### src/llda_pkg.sv
package llda_pkg;

	// Request kinds carried in s_tuser
	localparam logic CMD_ADD    = 1'b0;
	localparam logic CMD_REMOVE = 1'b1;

	// Result status codes carried in m_tuser
	localparam logic [1:0] STATUS_OK        = 2'd0;
	localparam logic [1:0] STATUS_FULL      = 2'd1;
	localparam logic [1:0] STATUS_NOT_FOUND = 2'd2;

	// Field widths of the stream payloads
	localparam int CFG_W    = 4;
	localparam int ID_W     = 10;
	localparam int STATUS_W = 2;
	localparam int CORE_W   = 3;

	// Sequencer states
	typedef enum logic [3:0] {
		ST_IDLE,
		ST_ADD_SCAN,
		ST_ADD_WRITE,
		ST_RM_CORE,
		ST_RM_READ,
		ST_RM_CMP,
		ST_SH_READ,
		ST_SH_WRITE,
		ST_DONE
	} llda_state_t;

endpackage

### src/llda_ram.sv
// Single write port, single registered read port
module llda_ram #(
	parameter int DEPTH = 128,
	parameter int AW    = 7,
	parameter int DW    = 10
) (
	input  logic          clk,
	input  logic          we,
	input  logic [AW-1:0] waddr,
	input  logic [DW-1:0] wdata,
	input  logic [AW-1:0] raddr,
	output logic [DW-1:0] rdata
);

	logic [DW-1:0] mem [DEPTH];

	always_ff @(posedge clk) begin
		if (we) begin
			mem[waddr] <= wdata;
		end
	end

	always_ff @(posedge clk) begin
		rdata <= mem[raddr];
	end

endmodule

### src/llda_ctrl.sv
// Sequencer: scans list lengths for an add, scans entries and shifts for a remove
module llda_ctrl #(
	parameter int MAX_CORES      = 8,
	parameter int SLOTS_PER_CORE = 16,
	localparam int DEPTH = MAX_CORES * SLOTS_PER_CORE,
	localparam int AW    = (DEPTH > 1) ? $clog2(DEPTH) : 1,
	localparam int CW    = (MAX_CORES > 1) ? $clog2(MAX_CORES) : 1,
	localparam int CCW   = $clog2(MAX_CORES + 1),
	localparam int LW    = $clog2(SLOTS_PER_CORE + 1)
) (
	input  logic                          clk,
	input  logic                          arst_n,
	// request side
	input  logic                          req_valid,
	output logic                          req_ready,
	input  logic                          req_cmd,
	input  logic [llda_pkg::ID_W-1:0]     req_id,
	input  logic [CCW-1:0]                n_active,
	// result side
	input  logic                          out_free,
	output logic                          res_valid,
	output logic [llda_pkg::STATUS_W-1:0] res_status,
	output logic [llda_pkg::CORE_W-1:0]   res_core,
	// entry store
	output logic                          ram_we,
	output logic [AW-1:0]                 ram_waddr,
	output logic [llda_pkg::ID_W-1:0]     ram_wdata,
	output logic [AW-1:0]                 ram_raddr,
	input  logic [llda_pkg::ID_W-1:0]     ram_rdata
);

	llda_pkg::llda_state_t state_q, state_d;

	logic [LW-1:0]                 len_q [MAX_CORES];
	logic [llda_pkg::ID_W-1:0]     id_q;
	logic [CCW-1:0]                core_q;
	logic [AW-1:0]                 base_q;
	logic [LW-1:0]                 slot_q;
	logic [LW-1:0]                 len_cur_q;
	logic [CW-1:0]                 best_q;
	logic [LW-1:0]                 best_len_q;
	logic [AW-1:0]                 best_base_q;
	logic                          found_q;
	logic [llda_pkg::STATUS_W-1:0] status_q;
	logic [llda_pkg::CORE_W-1:0]   res_core_q;

	logic [CW-1:0] core_idx;
	logic [LW-1:0] len_rd;
	logic [LW-1:0] slot_inc;
	logic          core_end;
	logic          slot_end;
	logic          shift_end;
	logic          id_hit;
	logic          len_less;
	logic          req_fire;

	assign core_idx  = core_q[CW-1:0];
	assign len_rd    = len_q[core_idx];
	assign slot_inc  = slot_q + LW'(1);
	assign core_end  = (core_q == n_active);
	assign slot_end  = (slot_q == len_cur_q);
	assign shift_end = (slot_inc == len_cur_q);
	assign id_hit    = (ram_rdata == id_q);
	assign len_less  = (len_rd < best_len_q);
	assign req_fire  = req_valid && req_ready;

	assign res_status = status_q;
	assign res_core   = res_core_q;

	// state register
	always_ff @(posedge clk or negedge arst_n) begin
		if (!arst_n) begin
			state_q <= llda_pkg::ST_IDLE;
		end else begin
			state_q <= state_d;
		end
	end

	// next state, handshakes and store access
	always_comb begin
		state_d   = state_q;
		req_ready = 1'b0;
		res_valid = 1'b0;
		ram_we    = 1'b0;
		ram_waddr = best_base_q + AW'(best_len_q);
		ram_wdata = id_q;
		ram_raddr = base_q + AW'(slot_q);
		unique case (state_q)
			llda_pkg::ST_IDLE: begin
				req_ready = 1'b1;
				if (req_valid) begin
					state_d = (req_cmd == llda_pkg::CMD_ADD) ? llda_pkg::ST_ADD_SCAN
						: llda_pkg::ST_RM_CORE;
				end
			end
			llda_pkg::ST_ADD_SCAN: begin
				if (core_end) begin
					state_d = found_q ? llda_pkg::ST_ADD_WRITE : llda_pkg::ST_DONE;
				end
			end
			llda_pkg::ST_ADD_WRITE: begin
				ram_we  = 1'b1;
				state_d = llda_pkg::ST_DONE;
			end
			llda_pkg::ST_RM_CORE: begin
				state_d = core_end ? llda_pkg::ST_DONE : llda_pkg::ST_RM_READ;
			end
			llda_pkg::ST_RM_READ: begin
				state_d = slot_end ? llda_pkg::ST_RM_CORE : llda_pkg::ST_RM_CMP;
			end
			llda_pkg::ST_RM_CMP: begin
				state_d = id_hit ? llda_pkg::ST_SH_READ : llda_pkg::ST_RM_READ;
			end
			llda_pkg::ST_SH_READ: begin
				ram_raddr = base_q + AW'(slot_inc);
				state_d   = shift_end ? llda_pkg::ST_DONE : llda_pkg::ST_SH_WRITE;
			end
			llda_pkg::ST_SH_WRITE: begin
				ram_we    = 1'b1;
				ram_waddr = base_q + AW'(slot_q);
				ram_wdata = ram_rdata;
				state_d   = llda_pkg::ST_SH_READ;
			end
			llda_pkg::ST_DONE: begin
				res_valid = out_free;
				if (out_free) begin
					state_d = llda_pkg::ST_IDLE;
				end
			end
			default: begin
				state_d = llda_pkg::ST_IDLE;
			end
		endcase
	end

	// list lengths, cleared at reset
	always_ff @(posedge clk or negedge arst_n) begin
		if (!arst_n) begin
			for (int i = 0; i < MAX_CORES; i++) begin
				len_q[i] <= '0;
			end
		end else if (state_q == llda_pkg::ST_ADD_WRITE) begin
			len_q[best_q] <= best_len_q + LW'(1);
		end else if (state_q == llda_pkg::ST_SH_READ && shift_end) begin
			len_q[core_idx] <= len_cur_q - LW'(1);
		end
	end

	// scan and result registers
	always_ff @(posedge clk) begin
		unique case (state_q)
			llda_pkg::ST_IDLE: begin
				if (req_fire) begin
					id_q        <= req_id;
					core_q      <= '0;
					base_q      <= '0;
					best_q      <= '0;
					best_base_q <= '0;
					best_len_q  <= LW'(SLOTS_PER_CORE);
					found_q     <= 1'b0;
				end
			end
			llda_pkg::ST_ADD_SCAN: begin
				if (!core_end) begin
					// strict less keeps the lowest-numbered core on a tie
					if (len_less) begin
						best_q      <= core_idx;
						best_len_q  <= len_rd;
						best_base_q <= base_q;
						found_q     <= 1'b1;
					end
					core_q <= core_q + CCW'(1);
					base_q <= base_q + AW'(SLOTS_PER_CORE);
				end else if (!found_q) begin
					status_q   <= llda_pkg::STATUS_FULL;
					res_core_q <= '0;
				end
			end
			llda_pkg::ST_ADD_WRITE: begin
				status_q   <= llda_pkg::STATUS_OK;
				res_core_q <= llda_pkg::CORE_W'(best_q);
			end
			llda_pkg::ST_RM_CORE: begin
				if (core_end) begin
					status_q   <= llda_pkg::STATUS_NOT_FOUND;
					res_core_q <= '0;
				end else begin
					len_cur_q <= len_rd;
					slot_q    <= '0;
				end
			end
			llda_pkg::ST_RM_READ: begin
				if (slot_end) begin
					core_q <= core_q + CCW'(1);
					base_q <= base_q + AW'(SLOTS_PER_CORE);
				end
			end
			llda_pkg::ST_RM_CMP: begin
				if (!id_hit) begin
					slot_q <= slot_inc;
				end
			end
			llda_pkg::ST_SH_READ: begin
				if (shift_end) begin
					status_q   <= llda_pkg::STATUS_OK;
					res_core_q <= llda_pkg::CORE_W'(core_q);
				end
			end
			llda_pkg::ST_SH_WRITE: begin
				slot_q <= slot_inc;
			end
			default: begin
			end
		endcase
	end

endmodule

### src/least_loaded_device_assigner.sv
// Least-loaded device assigner. Keeps an ordered list of device ids per worker
// core (core_count cores active, at most MAX_CORES, each list holding up to
// SLOTS_PER_CORE ids). An add request (s_tuser = 0) appends the id to the
// lowest-numbered active core with the shortest list, or answers full; a remove
// request (s_tuser = 1) deletes the first occurrence of the id in the first
// active core that holds it, closing the gap in order, or answers not found.
// Each request gives one result: m_tuser = status (0 ok, 1 full, 2 not found),
// m_tdata = core index, 0 on error. One request is handled at a time, all work
// going through the single entry store: an add compares one list length per
// active core, then writes the id if some list has room; a remove steps through
// the active cores, compares the entries of each list in turn and moves the
// entries after a hit down one place. The result sits in an output register,
// so the next request can be accepted while it waits. core_count must be
// written through cfg_we/cfg_wdata only while the block is idle; the block
// itself does not enforce this.
module least_loaded_device_assigner #(
	parameter int MAX_CORES      = 8,
	parameter int SLOTS_PER_CORE = 16
) (
	input  logic       clk,
	input  logic       arst_n,
	// configuration: core_count
	input  logic       cfg_we,
	input  logic [3:0] cfg_wdata,
	// request stream
	input  logic       s_tvalid,
	output logic       s_tready,
	input  logic [15:0] s_tdata,  // [9:0] device_id, [15:10] zero
	input  logic       s_tuser,   // [0] cmd
	// result stream
	output logic       m_tvalid,
	input  logic       m_tready,
	output logic [7:0] m_tdata,   // [2:0] core_index, [7:3] zero
	output logic [1:0] m_tuser    // [1:0] status
);

	localparam int DEPTH = MAX_CORES * SLOTS_PER_CORE;
	localparam int AW    = (DEPTH > 1) ? $clog2(DEPTH) : 1;
	localparam int CCW   = $clog2(MAX_CORES + 1);

	logic [llda_pkg::CFG_W-1:0]    core_count_q;
	logic [CCW-1:0]                n_active;
	logic                          out_free;
	logic                          res_valid;
	logic [llda_pkg::STATUS_W-1:0] res_status;
	logic [llda_pkg::CORE_W-1:0]   res_core;
	logic                          m_valid_q;
	logic [llda_pkg::STATUS_W-1:0] m_status_q;
	logic [llda_pkg::CORE_W-1:0]   m_core_q;

	logic                      ram_we;
	logic [AW-1:0]             ram_waddr;
	logic [llda_pkg::ID_W-1:0] ram_wdata;
	logic [AW-1:0]             ram_raddr;
	logic [llda_pkg::ID_W-1:0] ram_rdata;

	// core count register
	always_ff @(posedge clk or negedge arst_n) begin
		if (!arst_n) begin
			core_count_q <= llda_pkg::CFG_W'(1);
		end else if (cfg_we) begin
			core_count_q <= cfg_wdata;
		end
	end

	// active cores, limited to what is built
	assign n_active = (core_count_q > MAX_CORES) ? CCW'(MAX_CORES) : CCW'(core_count_q);

	// result output register
	assign out_free = !m_valid_q || m_tready;

	always_ff @(posedge clk or negedge arst_n) begin
		if (!arst_n) begin
			m_valid_q <= 1'b0;
		end else if (res_valid) begin
			m_valid_q <= 1'b1;
		end else if (m_tready) begin
			m_valid_q <= 1'b0;
		end
	end

	always_ff @(posedge clk) begin
		if (res_valid) begin
			m_status_q <= res_status;
			m_core_q   <= res_core;
		end
	end

	assign m_tvalid = m_valid_q;
	assign m_tuser  = m_status_q;
	assign m_tdata  = {5'd0, m_core_q};

	llda_ctrl #(
		.MAX_CORES      (MAX_CORES),
		.SLOTS_PER_CORE (SLOTS_PER_CORE)
	) u_ctrl (
		.clk        (clk),
		.arst_n     (arst_n),
		.req_valid  (s_tvalid),
		.req_ready  (s_tready),
		.req_cmd    (s_tuser),
		.req_id     (s_tdata[llda_pkg::ID_W-1:0]),
		.n_active   (n_active),
		.out_free   (out_free),
		.res_valid  (res_valid),
		.res_status (res_status),
		.res_core   (res_core),
		.ram_we     (ram_we),
		.ram_waddr  (ram_waddr),
		.ram_wdata  (ram_wdata),
		.ram_raddr  (ram_raddr),
		.ram_rdata  (ram_rdata)
	);

	llda_ram #(
		.DEPTH (DEPTH),
		.AW    (AW),
		.DW    (llda_pkg::ID_W)
	) u_ram (
		.clk   (clk),
		.we    (ram_we),
		.waddr (ram_waddr),
		.wdata (ram_wdata),
		.raddr (ram_raddr),
		.rdata (ram_rdata)
	);

endmodule

### config.mk
export PLATFORM = sky130hd
export DESIGN_NAME = least_loaded_device_assigner
export DESIGN_NICKNAME = d
export VERILOG_FILES = /design/src/llda_pkg.sv /design/src/llda_ram.sv /design/src/llda_ctrl.sv /design/src/least_loaded_device_assigner.sv
export SDC_FILE = /design/constraint.sdc
export NUM_CORES = 2
export LEC_CHECK = 0
export BUFFER_PORTS_ARGS = -buffer_cell sky130_fd_sc_hd__buf_2
export CAP_MARGIN = 20
export CORE_ASPECT_RATIO = 0.8
export CORE_MARGIN = 2
export CORE_UTILIZATION = 40
export DETAILED_ROUTE_END_ITERATION = 10
export PLACE_DENSITY = 0.53
export SLEW_MARGIN = 20
export SYNTH_ARGS = -nofsm -noshare
export SYNTH_HDL_FRONTEND = slang
export SYNTH_SLANG_ARGS = --single-unit
### constraint.sdc
create_clock -name clk -period 6.46 [get_ports clk]
set_input_delay 0 -clock clk [delete_from_list [all_inputs] [get_ports clk]]
set_output_delay 0 -clock clk [all_outputs]
set_load 0.005 [all_outputs]
**Word-level counts from Yosys, hierarchy flattened**

Memory sizes are Yosys's and may differ from the RTL's. A register that Yosys moved wholly into a read port is not among the register bits.
Cells that the tools add are included.

- Flip-flop bits (word level): 106
- Latch bits: 0
- Memory bits (writable): 1280
- Memory bits (read-only): 0
- Bits of input ports: 26
- Logic and storage cells: 155
- Memories kept: 1

Memory list:

| name | words | width | read ports | clocked after Yosys merged registers in | write ports | RTL line | text |
|---|---|---|---|---|---|---|---|
| u_ram.mem | 128 | 10 | 1 | 1 | 1 | llda_ram.sv:15 | `logic [DW-1:0] mem [DEPTH];` |

- Add/sub/neg operators: 8
- Multipliers: 0
- Div/mod/pow operators: 0
- Order comparisons: 6
- Equality and inequality tests: 24
- Shift operators: 0
- Mux-type cells: 68
- Bitwise logic cells: 3
- Reductions and logical operators: 21

Operators by type and width:

| cell | number |
|---|---|
| $bwmux W40 | 2 |
| $mux W40 | 2 |
| $mux W7 | 7 |
| $mux W5 | 9 |
| $mux W4 | 10 |
| $pmux W4 S9 | 1 |
| $demux W5 S3 | 2 |
| $mux W3 | 8 |
| $add A7 B5 Y7 | 3 |
| $pmux W7 S3 | 1 |
| $eq A4 B3 Y1 const B | 4 |
| $bmux W5 S3 | 1 |
| $pmux W5 S3 | 1 |
| $ne A2 B1 Y1 const B | 7 |
| $pmux W7 S2 | 1 |
| $mux W2 | 6 |
| $pmux W3 S4 | 1 |
| $pmux W4 S3 | 1 |
| $add A5 B1 Y5 const B | 2 |
| $eq A10 B10 Y1 | 1 |
| $eq A5 B5 Y1 | 2 |
| $mux W1 | 10 |
| $mux W10 | 1 |
| $ne A2 B2 Y1 const B | 5 |
| other kinds (29) | 42 |

**Logic depth before layout (Yosys ltp)**

- Depth in word-level cells: 8
- Gate-level depth with buffers: 15
- Mapped depth without buffers: 13

**Hierarchy**

From an unflattened synthesis, not the netlist that was laid out.

- Cell total of the unflattened synthesis: 2540
- Area total of the unflattened synthesis: 55115.4 µm²

By module, submodules not included:

| module | times used | cells each | area each (µm²) | seq. area each (µm²) |
|---|---|---|---|---|
| llda_ram | 1 | 1998 | 49354.8 | 38637.1 |
| llda_ctrl | 1 | 516 | 5362.6 | 2422.3 |
| least_loaded_device_assigner | 1 | 26 | 397.9 | 276.5 |

**Worst setup path before layout**

No wires, ideal clock.

- Path kind: flip-flop to flip-flop
- Start point: reg u_ctrl.core_q[2]
- End point: reg u_ctrl.best_base_q[4], enable pin
- Data arrival time: 3.022 ns
- Required time: 6.075 ns
- Slack: 3.053 ns
- Stages on the path, launching flop included: 14
- Path buffers: 2
- Clock period less this slack: 3.407 ns
- Cell sequence: edfxtp_1 -> clkbuf_1 -> buf_1 -> mux2i_1 -> nor2_1 -> a311oi_1 -> a21oi_1 -> a221o_1 -> ha_1 -> a21oi_1 -> nor2b_1 -> o21ai_0 -> a21oi_1 -> a21oi_1

- Cells in the longest elaborated chain, start to end: 7

Ends and longest elaborated chain:

| what | RTL line | text |
|---|---|---|
| from (decl) | llda_ctrl.sv:36 | `logic [CCW-1:0] core_q;` |
| from (signal assigned) | llda_ctrl.sv:172 | `core_q <= core_q + CCW'(1);` |
| from (signal assigned) | llda_ctrl.sv:194 | `core_q <= core_q + CCW'(1);` |
| $not A3 Y4 (not written as such) | llda_ctrl.sv:58 | `assign len_rd = len_q[core_idx];` |
| $bmux W5 S3 | llda_ctrl.sv:58 |  |
| $mux W5 (not written as such) (2 in series) | llda_ctrl.sv:58 |  |
| net u_ctrl.len_rd[1] | llda_ctrl.sv:48 | `logic [LW-1:0] len_rd;` |
| $lt A5 B5 Y1 | llda_ctrl.sv:64 | `assign len_less = (len_rd < best_len_q);` |
| $ne A2 B1 Y1 (no source line) | -- |  |
| $reduce_and A4 Y1 (no source line) | -- |  |
| to (signal assigned) | llda_ctrl.sv:169 | `best_base_q <= base_q;` |
| to (decl) | llda_ctrl.sv:42 | `logic [AW-1:0] best_base_q;` |

The timed path passes the listed nets, and every way through them passes these cells. The select of a mux whose other input is x is not followed.
A chain may end at the register's enable or synchronous reset.

**Worst setup path in the final report**

- Start point: reg u_ctrl.slot_q[0]
- End point: reg u_ram.rdata[9] (read register of u_ram.mem)

- Cells in the longest elaborated chain, start to end: 3

Ends and longest elaborated chain:

| what | RTL line | text |
|---|---|---|
| from (decl) | llda_ctrl.sv:38 | `logic [LW-1:0] slot_q;` |
| from (signal assigned) | llda_ctrl.sv:200 | `slot_q <= slot_inc;` |
| from (signal assigned) | llda_ctrl.sv:210 | `slot_q <= slot_inc;` |
| $add A5 B1 Y5 | llda_ctrl.sv:59 | `assign slot_inc = slot_q + LW'(1);` |
| $add A7 B5 Y7 | llda_ctrl.sv:115 | `ram_raddr = base_q + AW'(slot_inc);` |
| $mux W7 (*) | llda_ctrl.sv:88 | `unique case (state_q)` |
| to (decl) | llda_ram.sv:12 | `output logic [DW-1:0] rdata` |

Every way passes the cells marked *; elsewhere a longest branch is shown, timed or not.

==> flow_summary.yaml <==
place:
  gp_congestion: 0.837
  placed_cell_area_um2: 70300
  port_buffers: 26
  hpwl_um: 126000
worst_setup_path:
  path_buf_inv: 2
  cpMaxStageDelayCell: "o41ai_1"
  cp_top_family: "simple AND/OR/NAND/NOR gates"
  cp.required_ns: 7.15
  worstPathMaxFanout: 44
  max_stage_delay_ns: 1.07
  reg2reg_depth: 10
  arrival_ns: 5.71
  cp_num_cells: 10
  crit_type: "flip-flop to flip-flop"
  end_kind: "flip-flop"
  crit_chain: "buf_4 > nand3_1 > nand4_1 > nand3_1 > nand2_1 > buf_4 > o22ai_1 > o41ai_1 > o21ai_0 > nor4b_2"
  cp-start-kind: "flip-flop"
routing:
  wl_met2_um: 92300
  ant_nets: 0
  drtIter0Drc: 5644
  wl_per_cell_um: 29.1
  wl_met1_um: 94900
  drt_wl_total_um: 211000
  dr.pass1.iters: 5
  met3WireLength_um: 18900
  routed-via-count: 45550
  viasPerCell: 6.28
  drc_errors: 0
  top_layer_used: "met5"
die:
  io_pins: 38
  core_um2: 167000
  start_util_pct: 40.3
  dieWidth_um: 462
  dieArea_um2: 171000
  fp.dieH_um: 371
  rows: 134
layout:
  stdcell_area_um2: 75300
  area_growth_pct: 12.1
  drive_gt1_share_pct: 16.5
  nets: 4928
synthesis:
  synthCells: 4882
  yosys_warnings: 0
  synthTopCellsByArea: "edfxtp_1 (59%), mux4_2 (7.9%), mux2i_1 (4.8%)"
  synth_common_cells: "edfxtp_1 (1329), nand2_1 (365), mux2i_1 (321)"
  seq_area_frac_synth_pct: 61.5
  synthDistinctLibCells: 80
  yosys.area.top_type: "edfxtp_1"
  netlist_area_um2: 67200
  synth_most_common_cell: "edfxtp_1"
  avgSynthCellArea_um2: 13.8
  ys_seq_elements: 1388
  synthArstFlopShare_pct: 3.53
  synth_edf_count: 1329
  ys.flop_type: "edfxtp_1"
  synth_top_area_share_pct: 59.4
job:
  drv_cap: 0
sta:
  relSlewSlack_pct: 16.4
  clock_skew_ns: 0.0268
  rsz0062_at_grt: "no"
  period_needed_ns: 5.02
  worstMarginPinSlew_ns: 1.25
  finalCritPeriodShare_pct: 77.7
  setup_viol: 0
  tns_ns: 0
  fmaxAchievable_ghz: 0.199
  hold_viol_final: 0
  slew_viol_final: 0
grt:
  grt_pass1_wl_um: 304000
  gr-total-overflow: 0
  grt_pass1_vias: 43461
  grt_usage_pct: 24.2
  grt_max_degree: 168
  antenna_found_initial: 4
clocking:
  cts_tree: "yes"
  path_clk_slew_ns: 0.06
  cts_max_level: 4
  numCtsBuffers: 145
  root_buffer: "clkbuf_16"
  cts_resized: 0
  clockBufferDepth: 3
  clk_latency_ns: 0.80
  cts.sinks: 1388
power_and_ir_drop:
  ir_drop_mv: 0.333
  power.leakage_nw: 24.6
  powerDensity_nw_per_um2: 383
min_path:
  holdCritPathClass: "primary input to flip-flop"
  holdPathStages: 3
status:
  status: "completed"
[kinds of logic after synthesis]
logic type	Yosys count	synth area share (%)
xor+xnor	38	0.495
buf+inv	468	3.19
other cells	1	0.00558
compound gates	1076	11.5
flops	1388	61.5
mux	601	13.4
fa+ha+maj	15	0.279
simple gates	1295	9.56
[sequential cells by signal, summed over array words and instances, names as in the netlist, 5 cells and up]
| register | cells |
|---|---|
| u_ctrl.best_len_q | 5 |
| u_ctrl.id_q | 10 |
| u_ctrl.len_cur_q | 5 |
| u_ctrl.len_q | 40 |
| u_ctrl.slot_q | 5 |
| u_ram.mem | 1280 |
| u_ram.rdata | 10 |
[cells in the final DEF (no fill, tap or decap), drive strengths merged, types with 20 or more instances in the layout]
master / Yosys / final
dlygate4sd3: 0 / 37
o211ai: 79 / 79
o22ai: 197 / 197
clkbuf: 237 / 185
nor3b: 116 / 116
a211o: 48 / 48
nand2: 366 / 366
inv: 29 / 37
o311ai: 40 / 40
a22o: 31 / 31
dfrtp: 48 / 48
a211oi: 151 / 151
o21ai: 157 / 157
a32o: 51 / 51
nor3: 165 / 165
a31oi: 122 / 122
clkinv: 0 / 59
nand3: 207 / 207
mux2i: 321 / 321
nor2: 241 / 241
a21oi: 21 / 21
xnor2: 29 / 29
mux2: 45 / 45
nor2b: 40 / 40
o31ai: 24 / 24
edfxtp: 1329 / 1329
buf: 202 / 255
and3: 51 / 51
a2111oi: 41 / 41
mux4: 235 / 235
a221oi: 20 / 20
and2: 50 / 50
[worst reg2reg max path, cell delays in order, from the launching register on]
cell,delay [ns]
edfxtp_1,0.40
buf_4,0.73
nand3_1,0.44
nand4_1,0.25
nand3_1,0.32
nand2_1,0.50
buf_4,0.28
o22ai_1,0.13
o41ai_1,1.07
o21ai_0,0.45
nor4b_2,0.35
[what timing repair did]
| item | 4_1_cts | 5_1_grt |
|---|---|---|
| endpoints found under the hold margin | 101 | 0 |
| hold buffers | 37 | 0 |
| setup buffers | 0 | 0 |
[report_power, final]
group	switching (mW)	total, mW	internal (mW)
sequential	0.341	11.0	10.6
combinational	6.27	9.60	3.33
clock	3.59	8.27	4.68
total	10.2	28.9	18.7
[cell type report]
| class | instances | area [um2] |
|---|---|---|
| inverter | 29 | 109 |
| antenna | 1 | 2.50 |
| clock inverter | 80 | 721 |
| tap | 2244 | 2810 |
| clock buffer | 184 | 3890 |
| timing repair buffer | 293 | 2510 |
| fill | 14719 | 91500 |
| sequential | 1388 | 41300 |
| multi-input combinational | 3030 | 24000 |
[final timing paths]
kind,slack (ns),start,end
worst min-delay path,0.06,cfg_we,core_count_q[2]
worst min register to register,0.42,u_ctrl.res_core[2],m_core_q[2]
worst max-delay path,1.44,u_ctrl.slot_q[0],u_ram.rdata[9]
min in group asynchronous,0.41,arst_n,u_ctrl.len_q[34]
worst max register to register,1.44,u_ctrl.slot_q[0],u_ram.rdata[9]
max in group asynchronous,5.60,arst_n,u_ctrl.len_q[20]
[metrics by stage]
| stage | cells | util [%] | power (mW) | setup slack, ns | hold WS (ns) |
|---|---|---|---|---|---|
| after floorplan | 4886 | - | 17.2 | 3.05 | -0.296 |
| after global placement | 6942 | 42.1 | 20.5 | 1.60 | 0.156 |
| after detailed placement | 6945 | 42.1 | 20.6 | 1.59 | 0.161 |
| after CTS | 7246 | 45.1 | 28.9 | 1.55 | 0.00275 |
| after global routing | 7248 | 45.2 | 30.0 | 1.37 | 0.0467 |
| final | 7249 | 45.2 | 28.9 | 1.44 | 0.0632 |
[layer usage]
layer,vias to the layer above,GRT usage (%)
met5,-,0
met4,2,6.27
met3,316,5.23
met2,2021,35.7
met1,23515,36.1
li1,19696,-
Note: power is estimated with default switching activity, not from simulation.
